### config.mk
export PLATFORM = sky130hd
export DESIGN_NAME = stack_queue_with_extract_by_key_core
export DESIGN_NICKNAME = d
export VERILOG_FILES = /design/src/rtl/sqx_pkg.sv /design/src/rtl/sqx_ctrl.sv /design/src/rtl/sqx_datapath.sv /design/src/rtl/stack_queue_with_extract_by_key_core.sv
export SDC_FILE = /design/constraint.sdc
export NUM_CORES = 2
export LEC_CHECK = 0
export BUFFER_PORTS_ARGS = -buffer_cell sky130_fd_sc_hd__buf_2
export CAP_MARGIN = 20
export CORE_UTILIZATION = 45
export DETAILED_ROUTE_END_ITERATION = 16
export GPL_TIMING_DRIVEN = 0
export SLEW_MARGIN = 0
export SYNTH_ARGS = -nofsm -noshare
export SYNTH_HDL_FRONTEND = slang
export SYNTH_SLANG_ARGS = --single-unit
### constraint.sdc
create_clock -name clk -period 5.35 [get_ports clk]
set_input_delay 0.2675 -clock clk [delete_from_list [all_inputs] [get_ports clk]]
set_output_delay 0.2675 -clock clk [all_outputs]
set_load 0.01 [all_outputs]
### src/rtl/sqx_pkg.sv
// shared types and constants for the bounded deque with key extract
package sqx_pkg;

  // field widths
  localparam int MODE_W   = 2;
  localparam int ID_W     = 31;
  localparam int HANDLE_W = 32;
  localparam int OUT_ID_W = 32;
  localparam int FILL_W   = 5;
  localparam int S_DATA_W = 64;
  localparam int M_DATA_W = 72;

  // operation codes
  localparam logic [MODE_W-1:0] MODE_PUSH_FRONT = 2'd0;
  localparam logic [MODE_W-1:0] MODE_PUSH_BACK  = 2'd1;
  localparam logic [MODE_W-1:0] MODE_POP_FRONT  = 2'd2;
  localparam logic [MODE_W-1:0] MODE_EXTRACT    = 2'd3;

  // id reported when nothing is returned
  localparam logic [OUT_ID_W-1:0] NONE_ID = '1;

  typedef struct packed {
    logic [ID_W-1:0]     id;
    logic [HANDLE_W-1:0] handle;
  } entry_t;

  // commands from controller to datapath
  typedef struct packed {
    logic load;
    logic push_front;
    logic push_back;
    logic set_overflow;
    logic set_none;
    logic pop_read;
    logic pop_take;
    logic scan_start;
    logic scan_run;
    logic scan_end;
    logic post;
  } dp_cmd_t;

  // status from datapath to controller
  typedef struct packed {
    logic              full;
    logic              empty;
    logic              scan_idle;
    logic              out_free;
    logic [MODE_W-1:0] mode;
  } dp_status_t;

endpackage

### src/rtl/sqx_ctrl.sv
// controller state machine sequencing each request through the datapath
module sqx_ctrl (
  input  logic                clk,
  input  logic                rst,
  input  logic                s_tvalid,
  output logic                s_tready,
  input  sqx_pkg::dp_status_t status,
  output sqx_pkg::dp_cmd_t    cmd
);
  import sqx_pkg::*;

  localparam logic [2:0] ST_IDLE     = 3'd0;
  localparam logic [2:0] ST_EXEC     = 3'd1;
  localparam logic [2:0] ST_POP_WAIT = 3'd2;
  localparam logic [2:0] ST_SCAN     = 3'd3;
  localparam logic [2:0] ST_FINISH   = 3'd4;

  logic [2:0] state;
  logic [2:0] state_next;

  // state register
  always_ff @(posedge clk) begin
    if (rst) begin
      state <= ST_IDLE;
    end else begin
      state <= state_next;
    end
  end

  assign s_tready = (state == ST_IDLE);

  // next state and command decode
  always_comb begin
    state_next = state;
    cmd        = '0;
    unique case (state)
      ST_IDLE: begin
        if (s_tvalid) begin
          cmd.load   = 1'b1;
          state_next = ST_EXEC;
        end
      end
      ST_EXEC: begin
        case (status.mode) inside
          MODE_PUSH_FRONT, MODE_PUSH_BACK: begin
            if (status.full) begin
              cmd.set_overflow = 1'b1;
            end else if (status.mode == MODE_PUSH_FRONT) begin
              cmd.push_front = 1'b1;
            end else begin
              cmd.push_back = 1'b1;
            end
            state_next = ST_FINISH;
          end
          MODE_POP_FRONT: begin
            if (status.empty) begin
              cmd.set_none = 1'b1;
              state_next   = ST_FINISH;
            end else begin
              cmd.pop_read = 1'b1;
              state_next   = ST_POP_WAIT;
            end
          end
          default: begin
            cmd.scan_start = 1'b1;
            state_next     = ST_SCAN;
          end
        endcase
      end
      ST_POP_WAIT: begin
        cmd.pop_take = 1'b1;
        state_next   = ST_FINISH;
      end
      ST_SCAN: begin
        if (status.scan_idle) begin
          cmd.scan_end = 1'b1;
          state_next   = ST_FINISH;
        end else begin
          cmd.scan_run = 1'b1;
        end
      end
      ST_FINISH: begin
        if (status.out_free) begin
          cmd.post   = 1'b1;
          state_next = ST_IDLE;
        end
      end
      default: begin
        state_next = ST_IDLE;
      end
    endcase
  end

endmodule

### src/rtl/sqx_datapath.sv
// circular entry memory, head and count, scan and compaction pipeline, result register
module sqx_datapath #(
  parameter int CAPACITY = 16
) (
  input  logic                          clk,
  input  logic                          rst,
  input  sqx_pkg::dp_cmd_t              cmd,
  output sqx_pkg::dp_status_t           status,
  input  logic [sqx_pkg::MODE_W-1:0]    s_tuser,
  input  logic [sqx_pkg::S_DATA_W-1:0]  s_tdata,
  output logic                          m_tvalid,
  input  logic                          m_tready,
  output logic [sqx_pkg::M_DATA_W-1:0]  m_tdata
);
  import sqx_pkg::*;

  localparam int AW = (CAPACITY > 1) ? $clog2(CAPACITY) : 1;
  localparam int CW = $clog2(CAPACITY + 1);

  // wrap-around pointer steps
  function automatic logic [AW-1:0] ptr_inc(input logic [AW-1:0] p);
    ptr_inc = (p == AW'(CAPACITY - 1)) ? '0 : p + AW'(1);
  endfunction

  function automatic logic [AW-1:0] ptr_dec(input logic [AW-1:0] p);
    ptr_dec = (p == '0) ? AW'(CAPACITY - 1) : p - AW'(1);
  endfunction

  entry_t mem [CAPACITY];

  logic [MODE_W-1:0]   mode_q;
  logic [ID_W-1:0]     key_q;
  logic [HANDLE_W-1:0] hnd_q;
  logic [AW-1:0]       head;
  logic [CW-1:0]       count;
  entry_t              rdata;
  logic [AW-1:0]       rd_ptr;
  logic [AW-1:0]       lag_ptr;
  logic [AW-1:0]       prev_ptr;
  logic [CW-1:0]       rd_left;
  logic                rd_valid;
  logic                hit;
  logic                res_found;
  logic                res_ovf;
  logic [ID_W-1:0]     res_id;
  logic [HANDLE_W-1:0] res_handle;
  logic [CW:0]         tail_sum;
  logic [AW-1:0]       tail;
  logic [AW-1:0]       rd_addr;
  logic                wr_en;
  logic [AW-1:0]       wr_addr;
  entry_t              wr_data;
  logic                key_match;
  logic [CW+FILL_W-1:0] count_wide;
  logic [OUT_ID_W-1:0] out_id;

  // back slot position
  assign tail_sum = (CW + 1)'(head) + (CW + 1)'(count);
  assign tail     = (tail_sum >= (CW + 1)'(CAPACITY)) ?
                    AW'(tail_sum - (CW + 1)'(CAPACITY)) : AW'(tail_sum);

  assign key_match = rd_valid && !hit && (rdata.id == key_q);

  // write port select
  always_comb begin
    wr_en   = 1'b0;
    wr_addr = tail;
    wr_data = '{id: key_q, handle: hnd_q};
    if (cmd.push_front) begin
      wr_en   = 1'b1;
      wr_addr = ptr_dec(head);
    end else if (cmd.push_back) begin
      wr_en   = 1'b1;
    end else if (cmd.scan_run && rd_valid && hit) begin
      wr_en   = 1'b1;
      wr_addr = prev_ptr;
      wr_data = rdata;
    end
  end

  assign rd_addr = cmd.pop_read ? head : rd_ptr;

  // entry memory with registered read
  always_ff @(posedge clk) begin
    if (wr_en) begin
      mem[wr_addr] <= wr_data;
    end
    rdata <= mem[rd_addr];
  end

  // request capture
  always_ff @(posedge clk) begin
    if (cmd.load) begin
      mode_q <= s_tuser;
      key_q  <= s_tdata[ID_W-1:0];
      hnd_q  <= s_tdata[ID_W+HANDLE_W-1:ID_W];
    end
  end

  // list pointers and scan control
  always_ff @(posedge clk) begin
    if (rst) begin
      head     <= '0;
      count    <= '0;
      rd_left  <= '0;
      rd_valid <= 1'b0;
      hit      <= 1'b0;
    end else begin
      if (cmd.push_front) begin
        head  <= ptr_dec(head);
        count <= count + CW'(1);
      end
      if (cmd.push_back) begin
        count <= count + CW'(1);
      end
      if (cmd.pop_take) begin
        head  <= ptr_inc(head);
        count <= count - CW'(1);
      end
      if (cmd.scan_start) begin
        rd_left  <= count;
        rd_valid <= 1'b0;
        hit      <= 1'b0;
      end
      if (cmd.scan_run) begin
        rd_valid <= (rd_left != '0);
        if (rd_left != '0) begin
          rd_left <= rd_left - CW'(1);
        end
        if (key_match) begin
          hit <= 1'b1;
        end
      end
      if (cmd.scan_end && hit) begin
        count <= count - CW'(1);
      end
    end
  end

  // scan address chain
  always_ff @(posedge clk) begin
    if (cmd.scan_start) begin
      rd_ptr <= head;
    end else if (cmd.scan_run) begin
      if (rd_left != '0) begin
        rd_ptr <= ptr_inc(rd_ptr);
      end
      lag_ptr  <= rd_ptr;
      prev_ptr <= lag_ptr;
    end
  end

  // pending result fields
  always_ff @(posedge clk) begin
    if (cmd.push_front || cmd.push_back || cmd.set_none || cmd.scan_start) begin
      res_found <= 1'b0;
      res_ovf   <= 1'b0;
    end else if (cmd.set_overflow) begin
      res_found <= 1'b0;
      res_ovf   <= 1'b1;
    end else if (cmd.pop_take || (cmd.scan_run && key_match)) begin
      res_found  <= 1'b1;
      res_ovf    <= 1'b0;
      res_id     <= rdata.id;
      res_handle <= rdata.handle;
    end
  end

  assign count_wide = (CW + FILL_W)'(count);
  assign out_id     = res_found ? {1'b0, res_id} : NONE_ID;

  // output register
  always_ff @(posedge clk) begin
    if (rst) begin
      m_tvalid <= 1'b0;
    end else if (cmd.post) begin
      m_tvalid <= 1'b1;
    end else if (m_tready) begin
      m_tvalid <= 1'b0;
    end
  end

  always_ff @(posedge clk) begin
    if (cmd.post) begin
      m_tdata <= {1'b0, count_wide[FILL_W-1:0], res_ovf,
                  res_found ? res_handle : HANDLE_W'(0), out_id, res_found};
    end
  end

  // status to controller
  assign status.full      = (count == CW'(CAPACITY));
  assign status.empty     = (count == '0);
  assign status.scan_idle = (rd_left == '0) && !rd_valid;
  assign status.out_free  = !m_tvalid || m_tready;
  assign status.mode      = mode_q;

endmodule

### src/rtl/stack_queue_with_extract_by_key_core.sv
// top level of the bounded deque with push front/back, pop front and extract by id
// Usage:
//   Requests enter on the slave stream: s_tuser carries the operation (push front,
//   push back, pop front, extract by id), s_tdata the id and the handle. Every
//   request yields exactly one result on the master stream with found, returned
//   id (all ones when none), returned handle, overflow and the fill count after
//   the operation. A push onto a full list is dropped and reports overflow.
// Timing:
//   One request is worked at a time. After acceptance a push passes the execute and
//   finish states, a pop front also a pop wait state for the registered read, and
//   an extract a scan state whose length grows with the fill count before the
//   request. The next request is taken the cycle after the result is posted.
//   Extract streams every held entry once through the single read port of the entry
//   memory, comparing and closing the gap in the same pass, one entry per cycle.
// Reset and stall:
//   Reset empties the list and drops any pending result; no clearing pass is
//   needed. The result sits in an output register; a new request is taken while
//   it waits, and the next result holds until the receiver takes the current one.
module stack_queue_with_extract_by_key_core #(
  parameter int CAPACITY = 16
) (
  input  logic                          clk,
  input  logic                          rst,
  input  logic                          s_tvalid,
  output logic                          s_tready,
  input  logic [sqx_pkg::S_DATA_W-1:0]  s_tdata,  // key_id[30:0], handle[62:31], pad
  input  logic [sqx_pkg::MODE_W-1:0]    s_tuser,  // mode[1:0]
  output logic                          m_tvalid,
  input  logic                          m_tready,
  output logic [sqx_pkg::M_DATA_W-1:0]  m_tdata   // found[0], out_id[32:1],
                                                  // out_handle[64:33], overflow[65],
                                                  // fill_count[70:66], pad
);
  import sqx_pkg::*;

  dp_cmd_t    cmd;
  dp_status_t status;

  // sequencing
  sqx_ctrl u_ctrl (
    .clk      (clk),
    .rst      (rst),
    .s_tvalid (s_tvalid),
    .s_tready (s_tready),
    .status   (status),
    .cmd      (cmd)
  );

  // storage and result path
  sqx_datapath #(
    .CAPACITY (CAPACITY)
  ) u_datapath (
    .clk      (clk),
    .rst      (rst),
    .cmd      (cmd),
    .status   (status),
    .s_tuser  (s_tuser),
    .s_tdata  (s_tdata),
    .m_tvalid (m_tvalid),
    .m_tready (m_tready),
    .m_tdata  (m_tdata)
  );

endmodule

==> summary.txt <==
Status
  • Status: finished, final reports clean

Pwr
  • Worst IR Drop VDD: 0.310 mV
  • PnR Total Power: 21900 uW
  • P_leak: around 0.020 uW
  • PD cells: between 300 and 400 mW/mm^2

Clock network
  • Root Driver: clkbuf_16
  • Total CTS buffers: ~140
  • Clock sinks: 1304
  • CTS resizes: 0
  • Cts hold-fix bufs: 68
  • CTS tree: yes
  • Clock buffer depth: 3
  • Reg clk slew, reported paths: approximately 60 ps
  • Skew-Pair Late Insertion Delay: 740 ps
  • Post-CTS Setup Inserts: 0
  • H-tree levels: 4

Critical path
  • Setup crit start kind: flop
  • Crit. End Element: flop
  • WP data required: ~5800 ps
  • Crit Path Category: flop to flop
  • Worst Setup SP: u_ctrl.state[0]
  • Crit path DAT: 5180 ps
  • Origin of the critical flop-to-flop path: u_ctrl.state[0]
  • Critical path fanouts, max: 23

Cells and area
  • Fin cells: 4578
  • Layout cells sized above 1: 17.7%
  • Fin area: 0.0578 sq mm
  • P&R area growth vs syn: 18.0%
  • Number of diodes: 0
  • Fillers: 8505
  • Utilization after layout: ~54%
  • # nets final: between 3000 and 4000

Placed design
  • Final Wtd Congestion: 0.829
  • Placed cell areas: 0.0527 sq mm
  • Port bufs: 141
  • DPL Wire Length: about 82 mm
  • Cell count after placement: 4258
  • Pre-CTS setup slack: 531 ps

Worst hold path
  • Class of the worst hold path: input port to flop
  • Hold Path Origin: s_tdata[32]

Route
  • Wire length per cell: 28.1 um
  • Residual DRC count: 0
  • Vias per std cell: 5.73
  • Antenna viol nets, final: 0
  • Routed vias: 26200
  • Final WL: about 130 mm
  • 1st-iter DRT viols: around 2700
  • DRT Pass-1 Iters: 5

Synthesis
  • Post-synth EDFFs: around 1200
  • Yosys reg bits: between 1000 and 1500
  • Syn. warnings: 0
  • Syn Inst Count: 2664
  • Synth top area share: between 70 and 80%
  • Sequential-to-total area share from yosys stat: approximately four fifths
  • Async SR Flop Fraction: 0%
  • Synthesized area: 0.0490 sq mm
  • Yosys cell types: 60
  • Ys flop type: edfxtp_1
  • Cell taking the most area after synthesis: edfxtp_1
  • Syn Nets: 2747
  • Most area-consuming cells after synthesis: edfxtp_1 75%, mux2i_1 10%, dfxtp_1 3.5%
  • Synth Area per Inst: 18.4 sq um

GRT
  • Total grt overflow: 0
  • Largest net degree at the start of global routing: 48
  • Vias in the first global route: 26500
  • First-pass GRT wire length: 183 mm
  • Total Routing Usage GR: 23.2%
  • Initial antenna violation count: 3

Timing
  • Fmax: 0.210 GHz
  • Crit path time final: 4760 ps
  • Final worst slack: ~600 ps
  • Unrepaired setup endpoints after global routing: false
  • Final period utilization: between 80 and 90%
  • Hold Vio Cnt, Final: 0
  • Slew @ Worst Pin: between 1000 and 1500 ps
  • Final Max Tran Viols: 0
  • Final Skew: 24.0 ps
  • Final setup viols: 0
  • Worst rel slew slack: 19.9%

Die
  • Die area: 0.110 sq mm
  • IO Pins: approximately 140
  • Initial cell density of the core: 45.6%
  • Core ar.: between 0.1 and 0.15 sq mm
  • Row count: 120
  • Chip Height: 332 um
  • Die width: 332 um

Job
  • Max-cap violation count: 0
[layer usage]
metal / share of wire (%) / up-vias / GRT usage (%) / routed length, um
li1: - / 11500 / - / -
met1: 42 / 13500 / 31.3 / 53300
met2: 49 / 1054 / 38.5 / 62600
met3: 7.1 / 200 / 4.02 / 9100
met4: 2.7 / 0 / 7.34 / 3400
met5: 0 / - / 0 / 0
[state kept, by name, summed over array words and instances (netlist names)]
signal / cells
u_datapath.prev_ptr: 4
u_datapath.res_handle: 32
u_datapath.res_ovf: 1
u_datapath.head: 4
u_datapath.hit: 1
u_datapath.hnd_q: 32
u_datapath.rd_ptr: 4
u_datapath.m_tdata: 71
u_datapath.m_tvalid: 1
u_datapath.rdata: 63
u_datapath.mode_q: 2
u_datapath.res_id: 31
u_datapath.res_found: 1
u_datapath.count: 5
u_ctrl.state: 3
u_datapath.rd_left: 5
u_datapath.mem: 1008
u_datapath.lag_ptr: 4
u_datapath.rd_valid: 1
u_datapath.key_q: 31
[synth_stat cells, types with 2 or more instances]
library cell	number
buf_6	5
inv_1	13
nand2b_1	35
xor2_1	6
nor2_1	45
dfxtp_1	85
o21ai_0	13
nand4_1	9
nand2_1	24
nor2b_1	11
or4b_1	2
buf_4	5
nor3b_1	7
or4_1	63
and4_1	2
nand3_1	5
a31oi_2	2
o22ai_1	255
a41oi_2	4
o221a_2	2
a22oi_1	5
ha_1	12
a31oi_1	5
clkbuf_1	57
a32oi_1	2
and2_1	35
buf_1	10
or2_2	2
and3_1	2
a211oi_1	4
a21oi_1	18
xnor2_1	34
edfxtp_1	1219
mux2_2	65
nor4_1	4
buf_2	60
nor4b_1	2
a311oi_1	2
nor3_1	5
mux2i_1	508
[area by class of cell]
| type | count | area [sq um] | area share [%] |
|---|---|---|---|
| Buffer | 137 | 647 | 1.12 |
| Inverter | 14 | 52.6 | 0.0908 |
| Timing Repair Buffer | 261 | 2490 | 4.31 |
| Tap cell | 1403 | 1760 | 3.03 |
| Sequential cell | 1304 | 38300 | 66.2 |
| Clock inverter | 67 | 652 | 1.13 |
| Clock buffer | 183 | 3790 | 6.54 |
| Multi-Input combinational cell | 1209 | 10200 | 17.6 |
[kinds of logic (layout without fill, tap and decap cells)]
group	count (synthesis)	after routing	synth area share, %
muxes	573	573	11.9
adders and majority gates	13	13	0.347
other	1	1	0.00765
buffers and inverters	151	662	1.42
DFF	1304	1304	78.1
AOI/OAI and AO/OA	323	323	4.29
and+or+nand+nor	259	259	3.21
xor gates and xnor gates	40	40	0.715
[critical path: stages, from the launching register on]
cell,delay (ps)
dfxtp_1,320
clkbuf_1,320
nand3_1,190
nor3b_1,250
clkbuf_1,510
buf_1,820
o22ai_1,520
nor2_4,910
buf_12,300
buf_12,250
[through the flow]
stage	hold slack [ps]	setup TNS, ps
5_1_grt	221	0
2_1_floorplan	366	0
3_3_place_gp	404	-4330970
3_5_place_dp	407	0
4_1_cts	193	0
6_report	241	0
[final timing paths]
check	slack (ps)	cells past startpoint	to
worst max-delay path	590	9	u_datapath.mem[1][49]
worst min-delay path	240	2	u_datapath.hnd_q[1]
worst max register to register	590	9	u_datapath.mem[1][49]
worst min register to register	420	0	u_datapath.res_handle[25]
[report_power, final]
group	internal, uW	switching, uW	total [uW]
clock	5510	3830	9340
sequential	11400	96.9	11500
combinational	327	669	996
[placed cells by master (no fill, tap or decap), types with 12 or more instances in the layout]
master            n
edfxtp_1       1219
mux2i_1         508
o22ai_1         255
buf_2           201
clkbuf_16       141
clkbuf_1         88
dfxtp_1          85
dlygate4sd3_1    68
mux2_2           65
or4_1            63
buf_12           38
nand2b_1         35
xnor2_1          34
and2_1           34
nor2_1           33
nand2_1          23
clkinv_2         23
clkinv_1         21
a21oi_1          18
inv_1            13
o21ai_0          13
nor2_4           12
ha_1             12
Note: power is estimated with default switching activity, not from simulation.
